File: config.mk
export PLATFORM = sky130hd
export DESIGN_NAME = timestamp_sorting_event_buffer_core
export DESIGN_NICKNAME = d
export VERILOG_FILES = /design/src/tsb_pkg.sv /design/src/tsb_ctrl.sv /design/src/tsb_dp.sv /design/src/timestamp_sorting_event_buffer_core.sv
export VERILOG_INCLUDE_DIRS = /design/src /design/src/src
export SDC_FILE = /design/constraint.sdc
export NUM_CORES = 2
export LEC_CHECK = 0
export BUFFER_PORTS_ARGS = -buffer_cell sky130_fd_sc_hd__buf_4
export CAP_MARGIN = 20
export CORE_MARGIN = 8
export CORE_UTILIZATION = 44
export CTS_BUF_LIST = sky130_fd_sc_hd__clkbuf_8
export CTS_CLUSTER_SIZE = 28
export DETAILED_ROUTE_END_ITERATION = 10
export GPL_ROUTABILITY_DRIVEN = 0
export MAX_ROUTING_LAYER = met4
export PLACE_DENSITY = 0.61
export SETUP_SLACK_MARGIN = 0.05
export SLEW_MARGIN = 20
export SYNTH_ARGS = -nofsm -noshare
export SYNTH_HDL_FRONTEND = slang
export SYNTH_SLANG_ARGS = --single-unit
File: constraint.sdc
create_clock -name aclk -period 5.8 [get_ports aclk]
set_input_delay 0.29 -clock aclk [delete_from_list [all_inputs] [get_ports aclk]]
set_output_delay 0.29 -clock aclk [all_outputs]
set_load 0.01 [all_outputs]
File: src/assert_macros.svh
// Assertion macros shared by the buffer's modules.
`ifndef ASSERT_MACROS_SVH
`define ASSERT_MACROS_SVH

// A property that must hold at every clock edge outside reset.
`define ASSERT_ALWAYS(lbl, clk, rstn, prop, msg) \
    lbl: assert property (@(posedge clk) disable iff (!rstn) (prop)) else $error(msg);

// A property that must hold in the cycle after its trigger.
`define ASSERT_NEXT(lbl, clk, rstn, trig, prop, msg) \
    lbl: assert property (@(posedge clk) disable iff (!rstn) (trig) |=> (prop)) else $error(msg);

`endif

File: src/tsb_pkg.sv
`default_nettype none

package tsb_pkg;

    localparam int DEPTH_DEF      = 64;
    localparam int MAX_EVENT_SIZE = 3;

    localparam int TIME_W  = 32;
    localparam int SIZE_W  = 8;
    localparam int BYTE_W  = 8;
    localparam int INDEX_W = 6;
    localparam int COUNT_W = 7;

    typedef enum logic [1:0] {
        CMD_WRITE = 2'd0,
        CMD_SORT  = 2'd1,
        CMD_READ  = 2'd2,
        CMD_CLEAR = 2'd3
    } cmd_t;

    typedef enum logic [2:0] {
        ST_OK       = 3'd0,
        ST_SIZE     = 3'd1,
        ST_FULL     = 3'd2,
        ST_UNSORTED = 3'd3,
        ST_RANGE    = 3'd4
    } status_code_t;

    // One stored event: 58 bits.
    typedef struct packed {
        logic [TIME_W-1:0] ev_time;
        logic [1:0]        ev_size;
        logic [BYTE_W-1:0] byte0;
        logic [BYTE_W-1:0] byte1;
        logic [BYTE_W-1:0] byte2;
    } entry_t;

    // Commands from the controller to the datapath.
    typedef struct packed {
        logic         capture;
        logic         append;
        logic         clear;
        logic         set_code;
        status_code_t code;
        logic         read_idx;
        logic         sort_init;
        logic         key_load;
        logic         shift;
        logic         place;
        logic         next_i;
        logic         sort_done;
        logic         emit;
    } dp_cmd_t;

    // Status from the datapath to the controller.
    typedef struct packed {
        cmd_t command;
        logic size_bad;
        logic full;
        logic unsorted;
        logic idx_oob;
        logic count_lt2;
        logic time_gt;
        logic j_is_one;
        logic last_i;
        logic out_free;
    } dp_stat_t;

endpackage

`default_nettype wire

File: src/tsb_ctrl.sv
`default_nettype none
`include "assert_macros.svh"

module tsb_ctrl (
    input  wire logic              aclk,
    input  wire logic              aresetn,
    input  wire logic              s_tvalid,
    output logic                   s_tready,
    input  wire tsb_pkg::dp_stat_t stat,
    output tsb_pkg::dp_cmd_t       cmd
);
    import tsb_pkg::*;

    typedef enum logic [2:0] {
        S_IDLE,
        S_DECODE,
        S_EMIT,
        S_KEY,
        S_CMP,
        S_PLACE
    } state_t;

    state_t state_reg;
    state_t state_next;

    assign s_tready = (state_reg == S_IDLE);

    always_ff @(posedge aclk) begin
        if (!aresetn) begin
            state_reg <= S_IDLE;
        end else begin
            state_reg <= state_next;
        end
    end

    always_comb begin
        cmd        = '0;
        state_next = state_reg;
        case (state_reg)
            S_IDLE: begin
                if (s_tvalid) begin
                    cmd.capture = 1'b1;
                    state_next  = S_DECODE;
                end
            end
            S_DECODE: begin
                case (stat.command)
                    CMD_WRITE: begin
                        if (stat.size_bad) begin
                            cmd.set_code = 1'b1;
                            cmd.code     = ST_SIZE;
                            state_next   = S_EMIT;
                        end else if (stat.full) begin
                            cmd.set_code = 1'b1;
                            cmd.code     = ST_FULL;
                            state_next   = S_EMIT;
                        end else begin
                            cmd.append = 1'b1;
                            state_next = S_IDLE;
                        end
                    end
                    CMD_SORT: begin
                        if (!stat.unsorted) begin
                            state_next = S_IDLE;
                        end else if (stat.count_lt2) begin
                            cmd.sort_done = 1'b1;
                            state_next    = S_IDLE;
                        end else begin
                            cmd.sort_init = 1'b1;
                            state_next    = S_KEY;
                        end
                    end
                    CMD_READ: begin
                        cmd.set_code = 1'b1;
                        if (stat.unsorted) begin
                            cmd.code = ST_UNSORTED;
                        end else if (stat.idx_oob) begin
                            cmd.code = ST_RANGE;
                        end else begin
                            cmd.code     = ST_OK;
                            cmd.read_idx = 1'b1;
                        end
                        state_next = S_EMIT;
                    end
                    CMD_CLEAR: begin
                        cmd.clear  = 1'b1;
                        state_next = S_IDLE;
                    end
                    default: begin
                        state_next = S_IDLE;
                    end
                endcase
            end
            S_KEY: begin
                cmd.key_load = 1'b1;
                state_next   = S_CMP;
            end
            S_CMP: begin
                if (stat.time_gt) begin
                    cmd.shift = 1'b1;
                    if (stat.j_is_one) begin
                        state_next = S_PLACE;
                    end
                end else begin
                    cmd.place = 1'b1;
                    if (stat.last_i) begin
                        cmd.sort_done = 1'b1;
                        state_next    = S_IDLE;
                    end else begin
                        cmd.next_i = 1'b1;
                        state_next = S_KEY;
                    end
                end
            end
            S_PLACE: begin
                cmd.place = 1'b1;
                if (stat.last_i) begin
                    cmd.sort_done = 1'b1;
                    state_next    = S_IDLE;
                end else begin
                    cmd.next_i = 1'b1;
                    state_next = S_KEY;
                end
            end
            S_EMIT: begin
                if (stat.out_free) begin
                    cmd.emit   = 1'b1;
                    state_next = S_IDLE;
                end
            end
            default: begin
                state_next = S_IDLE;
            end
        endcase
    end

    `ASSERT_ALWAYS(a_no_append_full, aclk, aresetn, !cmd.append || !stat.full, "append while full")
    `ASSERT_ALWAYS(a_read_legal, aclk, aresetn, !cmd.read_idx || (!stat.unsorted && !stat.idx_oob), "illegal read")
    `ASSERT_ALWAYS(a_emit_free, aclk, aresetn, !cmd.emit || stat.out_free, "emit over pending beat")

endmodule

`default_nettype wire

File: src/tsb_dp.sv
`default_nettype none
`include "assert_macros.svh"

module tsb_dp #(
    parameter int DEPTH = tsb_pkg::DEPTH_DEF
) (
    input  wire logic                          aclk,
    input  wire logic                          aresetn,
    input  wire tsb_pkg::dp_cmd_t              cmd,
    output tsb_pkg::dp_stat_t                  stat,
    input  wire logic [1:0]                    in_command,
    input  wire logic [tsb_pkg::TIME_W-1:0]    in_time,
    input  wire logic [tsb_pkg::SIZE_W-1:0]    in_size,
    input  wire logic [tsb_pkg::BYTE_W-1:0]    in_byte0,
    input  wire logic [tsb_pkg::BYTE_W-1:0]    in_byte1,
    input  wire logic [tsb_pkg::BYTE_W-1:0]    in_byte2,
    input  wire logic [tsb_pkg::INDEX_W-1:0]   in_index,
    input  wire logic                          m_ready,
    output logic                               m_valid,
    output tsb_pkg::status_code_t              m_status,
    output tsb_pkg::entry_t                    m_entry,
    output logic [tsb_pkg::COUNT_W-1:0]        m_count
);
    import tsb_pkg::*;

    localparam int AW = $clog2(DEPTH);
    localparam int CW = $clog2(DEPTH + 1);

    // Captured input item.
    logic [1:0]         cmd_reg;
    logic [TIME_W-1:0]  time_reg;
    logic [SIZE_W-1:0]  size_reg;
    logic [BYTE_W-1:0]  byte0_reg;
    logic [BYTE_W-1:0]  byte1_reg;
    logic [BYTE_W-1:0]  byte2_reg;
    logic [INDEX_W-1:0] index_reg;

    // Buffer state.
    entry_t             entry_store_reg [DEPTH];
    entry_t             rdata_reg;
    entry_t             key_reg;
    logic [CW-1:0]      count_reg;
    logic [CW-1:0]      count_next;
    logic               unsorted_reg;
    logic               unsorted_next;
    logic [CW-1:0]      i_reg;
    logic [CW-1:0]      i_next;
    logic [CW-1:0]      j_reg;
    logic [CW-1:0]      j_next;
    status_code_t       code_reg;

    // Output register.
    logic               m_valid_reg;
    logic               m_valid_next;
    status_code_t       m_status_reg;
    entry_t             m_entry_reg;
    logic [COUNT_W-1:0] m_count_reg;

    logic               we;
    logic [AW-1:0]      waddr;
    entry_t             wdata;
    logic               re;
    logic [CW-1:0]      raddr_wide;
    logic [31:0]        count_w;
    logic [31:0]        index_w;
    logic [31:0]        i_w;
    logic [CW-1:0]      i_plus1;
    entry_t             captured;

    assign count_w  = 32'(count_reg);
    assign index_w  = 32'(index_reg);
    assign i_w      = 32'(i_reg);
    assign i_plus1  = i_reg + CW'(1);
    assign captured = '{ev_time: time_reg, ev_size: size_reg[1:0],
                        byte0: byte0_reg, byte1: byte1_reg, byte2: byte2_reg};

    always_comb begin
        stat.command   = cmd_t'(cmd_reg);
        stat.size_bad  = (size_reg > SIZE_W'(MAX_EVENT_SIZE));
        stat.full      = (count_w >= 32'(DEPTH));
        stat.unsorted  = unsorted_reg;
        stat.idx_oob   = (index_w >= count_w);
        stat.count_lt2 = (count_w < 32'd2);
        stat.time_gt   = (rdata_reg.ev_time > key_reg.ev_time);
        stat.j_is_one  = (j_reg == CW'(1));
        stat.last_i    = ((i_w + 32'd1) >= count_w);
        stat.out_free  = !m_valid_reg || m_ready;
    end

    // Memory port selection: one write and one read per cycle.
    always_comb begin
        we    = cmd.append || cmd.shift || cmd.place;
        waddr = count_reg[AW-1:0];
        wdata = captured;
        if (cmd.shift) begin
            waddr = j_reg[AW-1:0];
            wdata = rdata_reg;
        end else if (cmd.place) begin
            waddr = j_reg[AW-1:0];
            wdata = key_reg;
        end

        re         = cmd.read_idx || cmd.sort_init || cmd.key_load
                     || cmd.shift || cmd.next_i;
        raddr_wide = i_plus1;
        if (cmd.read_idx) begin
            raddr_wide = index_w[CW-1:0];
        end else if (cmd.sort_init) begin
            raddr_wide = CW'(1);
        end else if (cmd.key_load) begin
            raddr_wide = j_reg - CW'(1);
        end else if (cmd.shift) begin
            raddr_wide = j_reg - CW'(2);
        end
    end

    always_ff @(posedge aclk) begin
        if (we) begin
            entry_store_reg[waddr] <= wdata;
        end
        if (re) begin
            rdata_reg <= entry_store_reg[raddr_wide[AW-1:0]];
        end
    end

    always_comb begin
        count_next = count_reg;
        if (cmd.clear) begin
            count_next = '0;
        end else if (cmd.append) begin
            count_next = count_reg + CW'(1);
        end

        unsorted_next = unsorted_reg;
        if (cmd.clear || cmd.sort_done) begin
            unsorted_next = 1'b0;
        end else if (cmd.append) begin
            unsorted_next = 1'b1;
        end

        i_next = i_reg;
        j_next = j_reg;
        if (cmd.sort_init) begin
            i_next = CW'(1);
            j_next = CW'(1);
        end else if (cmd.next_i) begin
            i_next = i_plus1;
            j_next = i_plus1;
        end else if (cmd.shift) begin
            j_next = j_reg - CW'(1);
        end

        m_valid_next = m_valid_reg;
        if (cmd.emit) begin
            m_valid_next = 1'b1;
        end else if (m_ready) begin
            m_valid_next = 1'b0;
        end
    end

    always_ff @(posedge aclk) begin
        if (!aresetn) begin
            count_reg    <= '0;
            unsorted_reg <= 1'b0;
            m_valid_reg  <= 1'b0;
        end else begin
            count_reg    <= count_next;
            unsorted_reg <= unsorted_next;
            m_valid_reg  <= m_valid_next;
        end
    end

    always_ff @(posedge aclk) begin
        i_reg <= i_next;
        j_reg <= j_next;
        if (cmd.capture) begin
            cmd_reg   <= in_command;
            time_reg  <= in_time;
            size_reg  <= in_size;
            byte0_reg <= in_byte0;
            byte1_reg <= in_byte1;
            byte2_reg <= in_byte2;
            index_reg <= in_index;
        end
        if (cmd.key_load) begin
            key_reg <= rdata_reg;
        end
        if (cmd.set_code) begin
            code_reg <= cmd.code;
        end
        if (cmd.emit) begin
            m_status_reg <= code_reg;
            m_entry_reg  <= (code_reg == ST_OK) ? rdata_reg : '0;
            m_count_reg  <= count_w[COUNT_W-1:0];
        end
    end

    assign m_valid  = m_valid_reg;
    assign m_status = m_status_reg;
    assign m_entry  = m_entry_reg;
    assign m_count  = m_count_reg;

    `ASSERT_ALWAYS(a_count_bound, aclk, aresetn, count_w <= 32'(DEPTH), "count above depth")
    `ASSERT_NEXT(a_clear_empties, aclk, aresetn, cmd.clear, count_reg == '0, "clear left entries")
    `ASSERT_ALWAYS(a_error_zero, aclk, aresetn, !m_valid_reg || m_status_reg == ST_OK || m_entry_reg == '0, "error beat carries data")

endmodule

`default_nettype wire

File: src/timestamp_sorting_event_buffer_core.sv
`default_nettype none

// Channel   Direction  tuser                 tdata
// s_        in         [1:0] command         [31:0] event_time, [39:32] event_size,
//                                            [47:40] data_byte0, [55:48] data_byte1,
//                                            [63:56] data_byte2, [69:64] read_index
// m_        out        [2:0] status          [31:0] out_time, [33:32] out_size,
//                                            [41:34] out_byte0, [49:42] out_byte1,
//                                            [57:50] out_byte2, [64:58] event_count
//
// One command beat is handled at a time. A write or clear completes in the decode state, a
// read or a rejected write goes on to the emit state for its result beat. A sort takes each
// stored event from the second on as the key and shifts later-timed ones up one place per step,
// as the event memory has a single read port. Reset clears the count, the unsorted mark and
// the result valid flag; the memory needs no clearing pass. The result register lets a new
// command beat be taken while a result beat still waits on m_tready.

module timestamp_sorting_event_buffer_core #(
    parameter int DEPTH = tsb_pkg::DEPTH_DEF
) (
    input  wire logic        aclk,
    input  wire logic        aresetn,
    input  wire logic        s_tvalid,
    output logic             s_tready,
    input  wire logic [71:0] s_tdata,   // event_time, event_size, data_byte0..2, read_index
    input  wire logic [1:0]  s_tuser,   // command
    output logic             m_tvalid,
    input  wire logic        m_tready,
    output logic [71:0]      m_tdata,   // out_time, out_size, out_byte0..2, event_count
    output logic [2:0]       m_tuser    // status
);
    import tsb_pkg::*;

    dp_cmd_t            cmd;
    dp_stat_t           stat;
    status_code_t       m_status;
    entry_t             m_entry;
    logic [COUNT_W-1:0] m_count;

    // The controller sequences each command; the datapath holds the store and
    // the insertion-sort registers and answers with comparison results.
    tsb_ctrl u_ctrl (
        .aclk     (aclk),
        .aresetn  (aresetn),
        .s_tvalid (s_tvalid),
        .s_tready (s_tready),
        .stat     (stat),
        .cmd      (cmd)
    );

    tsb_dp #(
        .DEPTH (DEPTH)
    ) u_dp (
        .aclk       (aclk),
        .aresetn    (aresetn),
        .cmd        (cmd),
        .stat       (stat),
        .in_command (s_tuser),
        .in_time    (s_tdata[31:0]),
        .in_size    (s_tdata[39:32]),
        .in_byte0   (s_tdata[47:40]),
        .in_byte1   (s_tdata[55:48]),
        .in_byte2   (s_tdata[63:56]),
        .in_index   (s_tdata[69:64]),
        .m_ready    (m_tready),
        .m_valid    (m_tvalid),
        .m_status   (m_status),
        .m_entry    (m_entry),
        .m_count    (m_count)
    );

    // Result beat packing, upper bits padded with zeros to whole bytes.
    assign m_tuser = m_status;
    assign m_tdata = {7'd0, m_count, m_entry.byte2, m_entry.byte1, m_entry.byte0,
                      m_entry.ev_size, m_entry.ev_time};

endmodule

`default_nettype wire
==> results.json <==
{
  "outcome": "complete, but fails checks",
  "violations": "setup timing",
  "gr-usage-all-layers": 0.288,
  "num_io_pins": 155,
  "cts_tree": "built",
  "leakage_nw": 62.1,
  "setup_viol": 2,
  "grt_pass1_vias": 102640,
  "fin_util": 0.516,
  "post-route-min-period_ns": 5.96,
  "place_area_um2": 172000,
  "yosysUniqueCellTypes": 89,
  "clock_latency_ns": 1.24,
  "reg2reg_depth": 17,
  "drv_cap": 0,
  "die_area_um2": 384000,
  "drtPass1Iterations": 8,
  "synthTopCellsByArea": "edfxtp_1 (74%), a211oi_1 (3.6%), and3_1 (2.8%), mux4_2 (2.2%), o21ai_0 (1.8%)",
  "synth-main-ff-cell": "edfxtp_1",
  "yosysTopAreaCellShare": 0.744,
  "r2r-end": "u_dp.rdata_reg[41]",
  "yosysTopAreaCell": "edfxtp_1",
  "min_period_over_period": 1.03,
  "synth-edff-count": 3971,
  "rrSetupSlack_ns": -0.16,
  "whs_ns": 0.0790,
  "crit_path_frequent_cell": "buf_4",
  "critPathMaxFanout": 67,
  "cp-end-kind": "flop",
  "netlist_area_um2": 160000,
  "cp_slowest_cell": "nand4b_1",
  "slew_headroom": 0.185,
  "largest_reg_flops": 3712,
  "async_flop_share": 0,
  "cts_buffer_depth": 4,
  "routed_wl_um": 563000,
  "via_count": 107471,
  "syn_area_per_cell_um2": 15.9,
  "ys_seq_elements": 3997,
  "antenna_found_initial": 21,
  "routed_via_density": 6.62,
  "required_ns": 6.40,
  "drive_gt1_frac": 0.178,
  "std_cell_rows": 221,
  "hold_viol": 0,
  "drv_slew": 0,
  "path_cells": "buf_12 -> ha_1 -> nand4_1 -> or4_4 -> a2111oi_4 -> o31a_4 -> buf_4 -> buf_4 -> o21ai_4 -> buf_6 -> buf_12 -> a32oi_2 -> a32o_1 -> o32ai_1 -> nor4_1 -> buf_4 -> nand4b_1",
  "p_total_w": 0.0568,
  "min_from": "aresetn",
  "drt_iter0_markers": 16774,
  "port_buffers": 145,
  "skew_ns": 0.113,
  "root_buffer": "clkbuf_8",
  "die_width_um": 619,
  "grt_pass1_wl_um": 772000,
  "critPathArrivalTime_ns": 6.57,
  "path_buf_inv": 6,
  "max_freq_mhz": 168,
  "finalNetCount": 11050,
  "remaining_drc_errors": 0,
  "ys.warnings.count": 0,
  "layout_commonest_cell": "edfxtp_1",
  "htreeDepth": 6,
  "final_area_um2": 187000,
  "irDropWorstVdd_v": 0.000247,
  "holdPathStages": 4,
  "final_cell_mix": "edfxtp_1 (3971), a211oi_1 (767), and3_1 (710)",
  "start_util": 0.442,
  "worst_slew_pin_slew_ns": 1.22,
  "post-dp-hpwl_um": 303000,
  "grt_max_degree": 144,
  "min_path_type": "in2reg",
  "clkTransAtPathRegs_ns": 0.06,
  "area_growth_pct": 16.8,
  "slowest_delay_ns": 0.94,
  "post_drt_wl_per_cell_um": 34.7,
  "critical_path.top_delay_family": "simple AND/OR/NAND/NOR gates",
  "cts_sinks": 3997,
  "chipHeight_um": 619,
  "worst_slack_ns": -0.161,
  "holdPathEnd": "u_dp.count_reg[6]",
  "r2r_start": "u_dp.rdata_reg[48]",
  "antenna_left": 0,
  "synthCells": 10084,
  "nFillCells": 29158,
  "startpoint_type": "flop",
  "crit_type": "reg2reg",
  "rsz0062_at_grt": "yes",
  "pwr_density_cell_nw_per_um2": 303,
  "coreArea_um2": 363000,
  "ys_seq_area_frac": 0.748,
  "grt.overflow.total": 0,
  "cts_inserted_buffers": 646
}
==> per-layer routing <==
| layer | wire length, um | global-route usage | up-vias |
|---|---|---|---|
| met2 | 250000 | 0.427 | 7976 |
| li1 | - | - | 43053 |
| met4 | 27400 | 0.118 | 0 |
| met5 | 0 | - | - |
| met3 | 77800 | 0.0780 | 1517 |
| met1 | 208000 | 0.378 | 54925 |
==> Yosys cell counts, drive strengths merged (62+ instances only) <==
library cell     n
o21ai          618
inv            115
o32ai          231
nand2          502
mux4           156
nand3          287
clkbuf         614
mux2i          136
nor2           110
a32o           193
o211ai          78
buf            268
a21oi          321
and3           710
a221oi          67
a21boi          65
and2            62
edfxtp        3971
a211oi         777
nand4           65
a32oi          208
==> power breakdown <==
group	switching [W]	internal, W
Clock	0.0113	0.0110
Sequential	0.0000651	0.0321
Combinational	0.00160	0.000670
==> worst max-delay path by stage <==
| stage | start | end | slack, ns | depth (start not counted) |
|---|---|---|---|---|
| finish | u_dp.rdata_reg[48] | u_dp.rdata_reg[41] | -0.16 | 17 |
| global route | u_dp.rdata_reg[48] | u_dp.rdata_reg[41] | -0.18 | 19 |
| CTS | u_dp.rdata_reg[29] | u_dp.rdata_reg[35] | 0.06 | 15 |
| detailed placement | u_dp.rdata_reg[51] | u_dp.rdata_reg[39] | -0.86 | 14 |
| global placement | u_dp.rdata_reg[51] | u_dp.rdata_reg[35] | -0.78 | 13 |
| floorplan | u_dp.rdata_reg[39] | u_dp.entry_store_reg[0][50] | 0.06 | 10 |
==> worst reg2reg max path, stage by stage (launching register included) <==
cell	delay [ns]
edfxtp_1	0.43
buf_12	0.18
ha_1	0.31
nand4_1	0.18
or4_4	0.55
a2111oi_4	0.39
o31a_4	0.29
buf_4	0.14
buf_4	0.14
o21ai_4	0.10
buf_6	0.19
buf_12	0.18
a32oi_2	0.50
a32o_1	0.16
o32ai_1	0.10
nor4_1	0.36
buf_4	0.19
nand4b_1	0.94
==> cell type report <==
type | instances | area (um2) | share of cell area
Antenna cell | 20 | 50.0 | 0.000267
Timing Repair Buffer | 1064 | 11500 | 0.0612
Clock inverter | 480 | 2480 | 0.0133
Multi-Input combinational cell | 5097 | 37900 | 0.203
Sequential cell | 3997 | 120000 | 0.640
Tap cell | 4794 | 6000 | 0.0321
Clock buffer | 656 | 9030 | 0.0482
Inverter | 115 | 433 | 0.00231
==> through the flow <==
stage / TNS (ns) / std cells / setup WS, ns
final: -0.167 / 16223 / -0.161
after global routing: -0.181 / 16223 / -0.181
after CTS: 0 / 16129 / 0.0599
after detailed placement: -6.51 / 14807 / -0.865
after global placement: -5.50 / 14807 / -0.781
after floorplan: 0 / 10090 / 0.0589
==> cells by family (layout without fill, tap and decap cells) <==
| family | after synthesis | in the layout | share of synthesized area |
|---|---|---|---|
| AOI/OAI and AO/OA | 2804 | 2804 | 0.125 |
| xor gates and xnor gates | 20 | 20 | 0.00109 |
| adders and majority gates | 51 | 51 | 0.00398 |
| buffers and inverters | 997 | 2315 | 0.0266 |
| DFF | 3997 | 3997 | 0.748 |
| muxes | 295 | 295 | 0.0306 |
| other | 1 | 27 | 0.0000234 |
| and+or+nand+nor | 1919 | 1920 | 0.0651 |
==> timing repair <==
action                                  CTS  global route
endpoints found under the setup margin   35             6
hold buffers                            150             0
resized for setup                        12            53
endpoints found under the hold margin   156             0
pin swaps                                14            26
cloned                                    0            13
setup buffers                            36            61
Note: power is estimated with default switching activity, not from simulation.
